`src/rtl/mshw_pkg.sv`:
```
// Shared types and constants of the multi-slot heartbeat watchdog.
// No dependencies; every other file of the block refers to it by scoped names.
`timescale 1ns / 1ps

package mshw_pkg;

   localparam int OPCODE_W   = 2;
   localparam int SLOT_W     = 4;
   localparam int TIMEOUT_W  = 24;
   localparam int THROTTLE_W = 16;
   localparam int CSR_IDX_W  = 1;
   localparam int CSR_DATA_W = 16;

   localparam logic [OPCODE_W-1:0] OP_REGISTER   = 2'd0;
   localparam logic [OPCODE_W-1:0] OP_UNREGISTER = 2'd1;
   localparam logic [OPCODE_W-1:0] OP_HEARTBEAT  = 2'd2;
   localparam logic [OPCODE_W-1:0] OP_TICK       = 2'd3;

   localparam logic [CSR_IDX_W-1:0] CSR_ENABLE   = 1'd0;
   localparam logic [CSR_IDX_W-1:0] CSR_THROTTLE = 1'd1;

   localparam logic [THROTTLE_W-1:0] THROTTLE_RESET = 16'd5;

   typedef struct packed {
      logic reg_en;
      logic unreg_en;
      logic beat_en;
      logic expire_en;
   } tbl_cmd_type;

   typedef struct packed {
      logic hit;
      logic beat_ok;
   } tbl_status_type;

endpackage

```
`src/rtl/mshw_chan_if.sv`:
```
// Request and result channel interfaces of the heartbeat watchdog.
// Depends on mshw_pkg for the payload widths.
`timescale 1ns / 1ps

interface mshw_req_if;
   logic                            valid;
   logic                            ready;
   logic [mshw_pkg::OPCODE_W-1:0]   opcode;
   logic [mshw_pkg::SLOT_W-1:0]     slot;
   logic [mshw_pkg::TIMEOUT_W-1:0]  timeout_ticks;

   modport source (output valid, output opcode, output slot, output timeout_ticks,
                   input ready);
   modport sink (input valid, input opcode, input slot, input timeout_ticks,
                 output ready);
endinterface

interface mshw_rsp_if;
   logic                        valid;
   logic                        ready;
   logic [mshw_pkg::SLOT_W-1:0] expired_slot;
   logic                        last;

   modport source (output valid, output expired_slot, output last, input ready);
   modport sink (input valid, input expired_slot, input last, output ready);
endinterface

```
`src/rtl/multi_slot_heartbeat_watchdog.sv`:
```
// Top level of the multi-slot heartbeat watchdog: sequencer, time counter,
// configuration registers and result register. Depends on mshw_pkg,
// mshw_chan_if and mshw_slot_table.
//
//   Channel   Direction  Handshake          Payload
//   req_chan  in         valid / ready      opcode, slot, timeout_ticks
//   rsp_chan  out        valid / ready      expired_slot, last
//   csr_*     in         csr_write_en only  csr_index, csr_wdata
//
// Register, unregister and heartbeat are handled in the idle state and leave it idle.
// A tick with scanning disabled only advances the time counter; with scanning
// enabled it also walks every slot, one slot compare per cycle on the shared
// comparator unless a hit waits on rsp_chan.ready, then flushes the held expiry.
// Reset is synchronous; the slot store needs no clearing pass.
// Each expiry is held back until the next one is found, so that last can be marked.
`timescale 1ns / 1ps

module multi_slot_heartbeat_watchdog #(
   parameter int NUM_SLOTS = 16,
   parameter int TIME_BITS = 32
) (
   input  logic                                 clock,
   input  logic                                 reset,
   mshw_req_if.sink                             req_chan,
   mshw_rsp_if.source                           rsp_chan,
   input  logic                                 csr_write_en,
   input  logic [mshw_pkg::CSR_IDX_W-1:0]       csr_index,
   input  logic [mshw_pkg::CSR_DATA_W-1:0]      csr_wdata
);

   localparam int IDX_W = (NUM_SLOTS > 1) ? $clog2(NUM_SLOTS) : 1;
   localparam int EXT_W = (IDX_W > mshw_pkg::SLOT_W) ? IDX_W : mshw_pkg::SLOT_W;
   localparam logic [IDX_W-1:0] LAST_IDX = IDX_W'(NUM_SLOTS - 1);

   localparam logic [1:0] ST_IDLE  = 2'd0;
   localparam logic [1:0] ST_SCAN  = 2'd1;
   localparam logic [1:0] ST_FLUSH = 2'd2;

   logic [1:0]                          state_ff,    state_in;
   logic [TIME_BITS-1:0]                time_now_ff, time_now_in;
   logic                                enable_ff,   enable_in;
   logic [mshw_pkg::THROTTLE_W-1:0]     throttle_ff, throttle_in;
   logic [IDX_W-1:0]                    scan_idx_ff, scan_idx_in;
   logic                                pend_ff,     pend_in;
   logic [IDX_W-1:0]                    pend_idx_ff, pend_idx_in;
   logic                                rsp_valid_ff, rsp_valid_in;
   logic [mshw_pkg::SLOT_W-1:0]         rsp_slot_ff, rsp_slot_in;
   logic                                rsp_last_ff, rsp_last_in;

   logic                                req_ready;
   logic                                accept;
   logic                                out_free;
   logic                                slot_ok;
   logic [EXT_W-1:0]                    slot_ext;
   logic [IDX_W-1:0]                    req_idx;
   mshw_pkg::tbl_cmd_type               cmd;
   mshw_pkg::tbl_status_type            status;

   mshw_slot_table #(
      .NUM_SLOTS (NUM_SLOTS),
      .TIME_BITS (TIME_BITS)
   ) u_slot_table (
      .clock      (clock),
      .reset      (reset),
      .cmd        (cmd),
      .req_idx    (req_idx),
      .scan_idx   (scan_idx_ff),
      .timeout_in (req_chan.timeout_ticks),
      .time_now   (time_now_ff),
      .throttle   (throttle_ff),
      .status     (status)
   );

   assign req_ready             = (state_ff == ST_IDLE) && !reset;
   assign req_chan.ready        = req_ready;
   assign rsp_chan.valid        = rsp_valid_ff;
   assign rsp_chan.expired_slot = rsp_slot_ff;
   assign rsp_chan.last         = rsp_last_ff;

   always_comb begin
      state_in     = state_ff;
      time_now_in  = time_now_ff;
      enable_in    = enable_ff;
      throttle_in  = throttle_ff;
      scan_idx_in  = scan_idx_ff;
      pend_in      = pend_ff;
      pend_idx_in  = pend_idx_ff;
      rsp_valid_in = rsp_valid_ff;
      rsp_slot_in  = rsp_slot_ff;
      rsp_last_in  = rsp_last_ff;
      cmd          = '0;

      slot_ext = EXT_W'(req_chan.slot);
      req_idx  = slot_ext[IDX_W-1:0];
      slot_ok  = int'(req_chan.slot) < NUM_SLOTS;
      accept   = req_chan.valid && req_ready;
      out_free = !rsp_valid_ff || rsp_chan.ready;

      if (out_free) begin
         rsp_valid_in = 1'b0;
      end

      if (csr_write_en) begin
         case (csr_index)
            mshw_pkg::CSR_ENABLE: begin
               enable_in = csr_wdata[0];
            end
            mshw_pkg::CSR_THROTTLE: begin
               throttle_in = csr_wdata[mshw_pkg::THROTTLE_W-1:0];
            end
            default: begin
            end
         endcase
      end

      case (state_ff)
         ST_IDLE: begin
            if (accept) begin
               case (req_chan.opcode)
                  mshw_pkg::OP_TICK: begin
                     time_now_in = time_now_ff + TIME_BITS'(1);
                     if (enable_ff) begin
                        state_in    = ST_SCAN;
                        scan_idx_in = '0;
                     end
                  end
                  mshw_pkg::OP_REGISTER: begin
                     cmd.reg_en = slot_ok;
                  end
                  mshw_pkg::OP_UNREGISTER: begin
                     cmd.unreg_en = slot_ok;
                  end
                  mshw_pkg::OP_HEARTBEAT: begin
                     cmd.beat_en = slot_ok;
                  end
                  default: begin
                  end
               endcase
            end
         end
         ST_SCAN: begin
            if (!(status.hit && pend_ff && !out_free)) begin
               if (status.hit) begin
                  cmd.expire_en = 1'b1;
                  if (pend_ff) begin
                     rsp_valid_in = 1'b1;
                     rsp_slot_in  = mshw_pkg::SLOT_W'(pend_idx_ff);
                     rsp_last_in  = 1'b0;
                  end
                  pend_in     = 1'b1;
                  pend_idx_in = scan_idx_ff;
               end
               if (scan_idx_ff == LAST_IDX) begin
                  state_in = ST_FLUSH;
               end else begin
                  scan_idx_in = scan_idx_ff + IDX_W'(1);
               end
            end
         end
         ST_FLUSH: begin
            if (!pend_ff) begin
               state_in = ST_IDLE;
            end else if (out_free) begin
               rsp_valid_in = 1'b1;
               rsp_slot_in  = mshw_pkg::SLOT_W'(pend_idx_ff);
               rsp_last_in  = 1'b1;
               pend_in      = 1'b0;
               state_in     = ST_IDLE;
            end
         end
         default: begin
            state_in = ST_IDLE;
         end
      endcase
   end

   always_ff @(posedge clock) begin
      if (reset) begin
         state_ff     <= ST_IDLE;
         time_now_ff  <= '0;
         enable_ff    <= 1'b0;
         throttle_ff  <= mshw_pkg::THROTTLE_RESET;
         scan_idx_ff  <= '0;
         pend_ff      <= 1'b0;
         rsp_valid_ff <= 1'b0;
      end else begin
         state_ff     <= state_in;
         time_now_ff  <= time_now_in;
         enable_ff    <= enable_in;
         throttle_ff  <= throttle_in;
         scan_idx_ff  <= scan_idx_in;
         pend_ff      <= pend_in;
         rsp_valid_ff <= rsp_valid_in;
      end
   end

   always_ff @(posedge clock) begin
      pend_idx_ff <= pend_idx_in;
      rsp_slot_ff <= rsp_slot_in;
      rsp_last_ff <= rsp_last_in;
   end

endmodule

```
`src/rtl/mshw_slot_table.sv`:
```
// Per-slot watchdog storage with the shared expiry and throttle comparators.
// Depends on mshw_pkg for the command and status structs.
`timescale 1ns / 1ps

module mshw_slot_table #(
   parameter int NUM_SLOTS = 16,
   parameter int TIME_BITS = 32,
   localparam int IDX_W = (NUM_SLOTS > 1) ? $clog2(NUM_SLOTS) : 1
) (
   input  logic                                clock,
   input  logic                                reset,
   input  mshw_pkg::tbl_cmd_type               cmd,
   input  logic [IDX_W-1:0]                    req_idx,
   input  logic [IDX_W-1:0]                    scan_idx,
   input  logic [mshw_pkg::TIMEOUT_W-1:0]      timeout_in,
   input  logic [TIME_BITS-1:0]                time_now,
   input  logic [mshw_pkg::THROTTLE_W-1:0]     throttle,
   output mshw_pkg::tbl_status_type            status
);

   localparam int CMP_W = (TIME_BITS > mshw_pkg::TIMEOUT_W) ? TIME_BITS : mshw_pkg::TIMEOUT_W;

   logic                           valid_ff     [NUM_SLOTS];
   logic [TIME_BITS-1:0]           last_beat_ff [NUM_SLOTS];
   logic [TIME_BITS-1:0]           last_acc_ff  [NUM_SLOTS];
   logic                           acc_once_ff  [NUM_SLOTS];
   logic [mshw_pkg::TIMEOUT_W-1:0] timeout_ff   [NUM_SLOTS];

   logic [TIME_BITS-1:0] scan_elapsed;
   logic [TIME_BITS-1:0] beat_elapsed;

   always_comb begin
      scan_elapsed   = time_now - last_beat_ff[scan_idx];
      beat_elapsed   = time_now - last_acc_ff[req_idx];
      status.hit     = valid_ff[scan_idx] &&
                       (CMP_W'(scan_elapsed) > CMP_W'(timeout_ff[scan_idx]));
      status.beat_ok = valid_ff[req_idx] &&
                       (!acc_once_ff[req_idx] || (beat_elapsed >= TIME_BITS'(throttle)));
   end

   always_ff @(posedge clock) begin
      if (reset) begin
         for (int i = 0; i < NUM_SLOTS; i++) begin
            valid_ff[i] <= 1'b0;
         end
      end else if (cmd.reg_en) begin
         valid_ff[req_idx] <= 1'b1;
      end else if (cmd.unreg_en) begin
         valid_ff[req_idx] <= 1'b0;
      end
   end

   always_ff @(posedge clock) begin
      if (cmd.reg_en) begin
         timeout_ff[req_idx]   <= timeout_in;
         last_beat_ff[req_idx] <= time_now;
         acc_once_ff[req_idx]  <= 1'b0;
      end else if (cmd.beat_en && status.beat_ok) begin
         last_beat_ff[req_idx] <= time_now;
         last_acc_ff[req_idx]  <= time_now;
         acc_once_ff[req_idx]  <= 1'b1;
      end else if (cmd.expire_en) begin
         last_beat_ff[scan_idx] <= time_now;
      end
   end

endmodule

```
`src/flat_wrapper.sv`:
```
// flat-port wrapper written by rule: the top's interface ports become plain ports
module multi_slot_heartbeat_watchdog_flat 
#(
   parameter int NUM_SLOTS = 16,
   parameter int TIME_BITS = 32
)
  (clock, reset, csr_write_en, csr_index, csr_wdata, req_chan_valid, req_chan_opcode, req_chan_slot, req_chan_timeout_ticks, req_chan_ready, rsp_chan_valid, rsp_chan_expired_slot, rsp_chan_last, rsp_chan_ready);
  mshw_req_if req_chan_i ();
  mshw_rsp_if rsp_chan_i ();
  input  logic clock;
  input  logic reset;
  input  logic csr_write_en;
  input  logic [mshw_pkg::CSR_IDX_W-1:0] csr_index;
  input  logic [mshw_pkg::CSR_DATA_W-1:0] csr_wdata;
  input wire logic [$bits(req_chan_i.valid)-1:0] req_chan_valid;
  input wire logic [$bits(req_chan_i.opcode)-1:0] req_chan_opcode;
  input wire logic [$bits(req_chan_i.slot)-1:0] req_chan_slot;
  input wire logic [$bits(req_chan_i.timeout_ticks)-1:0] req_chan_timeout_ticks;
  output wire logic [$bits(req_chan_i.ready)-1:0] req_chan_ready;
  output wire logic [$bits(rsp_chan_i.valid)-1:0] rsp_chan_valid;
  output wire logic [$bits(rsp_chan_i.expired_slot)-1:0] rsp_chan_expired_slot;
  output wire logic [$bits(rsp_chan_i.last)-1:0] rsp_chan_last;
  input wire logic [$bits(rsp_chan_i.ready)-1:0] rsp_chan_ready;
  assign req_chan_i.valid = req_chan_valid;
  assign req_chan_i.opcode = req_chan_opcode;
  assign req_chan_i.slot = req_chan_slot;
  assign req_chan_i.timeout_ticks = req_chan_timeout_ticks;
  assign req_chan_ready = req_chan_i.ready;
  assign rsp_chan_valid = rsp_chan_i.valid;
  assign rsp_chan_expired_slot = rsp_chan_i.expired_slot;
  assign rsp_chan_last = rsp_chan_i.last;
  assign rsp_chan_i.ready = rsp_chan_ready;
  multi_slot_heartbeat_watchdog #(.NUM_SLOTS(NUM_SLOTS), .TIME_BITS(TIME_BITS)) u_core (.clock(clock), .reset(reset), .req_chan(req_chan_i), .rsp_chan(rsp_chan_i), .csr_write_en(csr_write_en), .csr_index(csr_index), .csr_wdata(csr_wdata));
endmodule
```
`config.mk`:
```
export PLATFORM = sky130hd
export DESIGN_NAME = multi_slot_heartbeat_watchdog_flat
export DESIGN_NICKNAME = d
export VERILOG_FILES = /design/src/rtl/mshw_pkg.sv /design/src/rtl/mshw_chan_if.sv /design/src/rtl/multi_slot_heartbeat_watchdog.sv /design/src/rtl/mshw_slot_table.sv /design/src/flat_wrapper.sv
export SDC_FILE = /design/constraint.sdc
export NUM_CORES = 2
export LEC_CHECK = 0
export BUFFER_PORTS_ARGS = -buffer_cell sky130_fd_sc_hd__buf_2
export CAP_MARGIN = 0
export CORE_MARGIN = 1
export CORE_UTILIZATION = 58
export CTS_CLUSTER_DIAMETER = 100
export DETAILED_ROUTE_END_ITERATION = 12
export HOLD_SLACK_MARGIN = 0.02
export PLACE_DENSITY_LB_ADDON = 0.05
export SLEW_MARGIN = 15
export SYNTH_ARGS = -nofsm -noshare
export SYNTH_HDL_FRONTEND = slang
export SYNTH_HIERARCHICAL = 1
export SYNTH_SLANG_ARGS = --single-unit
```
`constraint.sdc`:
```
create_clock -name clock -period 31.1 [get_ports clock]
set_clock_uncertainty 0.2 [all_clocks]
set_input_delay 4.665 -clock clock [delete_from_list [all_inputs] [get_ports clock]]
set_output_delay 4.665 -clock clock [all_outputs]
set_load 0.05 [all_outputs]
```
==> qor.txt <==
layout cells sized above 1: 25.4%
Row Count: 119
Syn Area/Cell: 19.6 sq um
via count: 32,300
Power Density: 59.4 nW/um^2
final setup fails: 0
Fill cells: 6,966
IO buf count: 58
drt wl/cell: 32.1 microns
CP max stage cell: buf_4
I/O pin total: 59
Hold Path Class: flop to flop
crit-path cells: buf_8, buf_4, buf_4, mux4_2, mux4_2, inv_1, ha_1, and2_1, a21boi_0, o21ai_1, xor2_1, ha_1, a21o_1, a221oi_1, o211ai_1, a211oi_1, and4_1, o2111a_2, nand4_4, o41ai_4, buf_4, mux2i_4, buf_4
gr usage total: 29.4%
CP peak stage delay: 0.71 ns
critical path depth: 23
delay-heaviest family, CP: buffers and inverters
vias per cell: 6.64
Sink Count: 1,506
Max Slew Vio Count: 0
Slew HR: 19.6%
GR Overflow Total: 0
Final TNS setup: 0 ns
Clock transition at path regs: 0.06 ns
Remaining DRCs: 0
YS warnings: 6
final hold violation count: 0
largest net degree at the start of global routing: 107
Req. time, crit path: 31.29 ns
unrepaired setup endpoints after global routing: no
worst slack, placed: 17.46 ns
worst vdd ir: 0.0000565 V
TritonCTS clock tree: built
post-DP HPWL: 93,700 microns
post-route cell area: 69,800 sq um
worst hold stages: 0
fin crit period: 12.81 ns
Final WS setup: 18.29 ns
Final ANT Viol Nets: 0
most common cell after layout, fill and taps aside: edfxtp_1
CP Capture Type: flop
status: finished, final reports clean
die area: 109,000 sq um
initial antenna violation count: 12
Synth-to-Final Area Change: 11.9%
# hold bufs at CTS: 0
Fmax: 78.1 MHz
htree depth: 4
critical path type: input port to flop
most used cell, CP: buf_4
Core ar.: 106,000 sq um
Skew-Pair Late Insertion Delay: 0.76 ns
Leakage: 24.5 nW
Hold WS: 0.236 ns
Max Root-Sink Buffers: 3
final weighted congestion in routability-driven placement: 0.929
die extent in x: 330 microns
most frequent cells in the layout: edfxtp_1, mux4_2, clkbuf_16, inv_1, a21oi_1
total of max-cap violations: 0
crit share post-route: 41.2%
wire length of the first global-routing pass: 225,000 microns
NumNets Final: 3,511
crit start category: input port
Die Y: 330 microns
Post-Synthesis Cells: 3,186
Mapped Area: 62,400 sq um
WP buf/inv: 6
CTS buffer count: 151
R2R depth: 30
drt first-iter violations: 4,018
Setup Fix Bufs, Post-CTS: 0
post-cts sizing count: 0
vias in the first global route: 32,500
crit path DAT: 13.00 ns
Starting Density: 58.8%
placed insts: 4,585
largest fanout on the critical path: 72
DRT Wirelength: 156,000 microns
Placed Area: 65,000 sq um
Final Instance Count excl. Fillers: 4,866
DR pass1 iterations: 9
clk root buf: clkbuf_16
syn nets: 3,350
Worst Tran Pin Value: 1.20 ns
-- flip-flops by register name (all words and copies together) (netlist names) --
register and flops:
u_core/enable_ff 1, u_core/pend_ff 1, u_core/pend_idx_ff 4, u_core/rsp_chan.expired_slot 4
u_core/rsp_chan.last 1, u_core/rsp_chan.valid 1, u_core/scan_idx_ff 4, u_core/state_ff 2
u_core/throttle_ff 16, u_core/time_now_ff 32, u_core/u_slot_table/acc_once_ff 16, u_core/u_slot_table/last_acc_ff 512
u_core/u_slot_table/last_beat_ff 512, u_core/u_slot_table/timeout_ff 384, u_core/u_slot_table/valid_ff 16
-- routing by layer --
metal / track usage [%] / wire length (microns)
met4: 11.3 / 5250
met5: 0 / 33
met2: 46.7 / 76400
met1: 42.2 / 63600
met3: 3.93 / 11000
-- layout make-up --
| class | count | area (sq um) | share of cell area, % |
|---|---|---|---|
| antenna | 6 | 15.0 | 0.0215 |
| clock buffer | 196 | 4100 | 5.87 |
| clock inverter | 79 | 697 | 0.998 |
| inverter | 130 | 488 | 0.699 |
| multi-input combinational | 1401 | 17000 | 24.4 |
| sequential | 1506 | 44700 | 64.0 |
| tap | 1391 | 1740 | 2.49 |
| timing repair buffer | 157 | 1070 | 1.54 |
-- per-stage QoR --
stage	util, %	total power [W]
detailed placement	61.3	0.00242
global placement	61.3	0.00242
global route	65.8	0.00426
CTS	65.8	0.00417
finish	65.8	0.00414
floorplan	-	0.00237
-- where the power goes --
part,switching [W],internal [W]
combinational,0.000101,0.0000636
sequential,0.00000451,0.00221
clock,0.000743,0.00102
total,0.000848,0.00329
-- worst paths after layout --
path	from	to	slack, ns
worst min register to register	u_core/pend_idx_ff[3]$_DFFE_PP_	u_core/rsp_chan.expired_slot[3]$_DFFE_PP_	0.24
worst max register to register	u_core/scan_idx_ff[0]$_SDFFE_PP0P_	u_core/u_slot_table/last_beat_ff[13][12]$_DFFE_PP_	20.56
worst min-delay path	u_core/pend_idx_ff[3]$_DFFE_PP_	u_core/rsp_chan.expired_slot[3]$_DFFE_PP_	0.24
worst max-delay path	req_chan_slot[0]	u_core/u_slot_table/last_beat_ff[13][12]$_DFFE_PP_	18.29
Power figures use the tool's default switching activity.
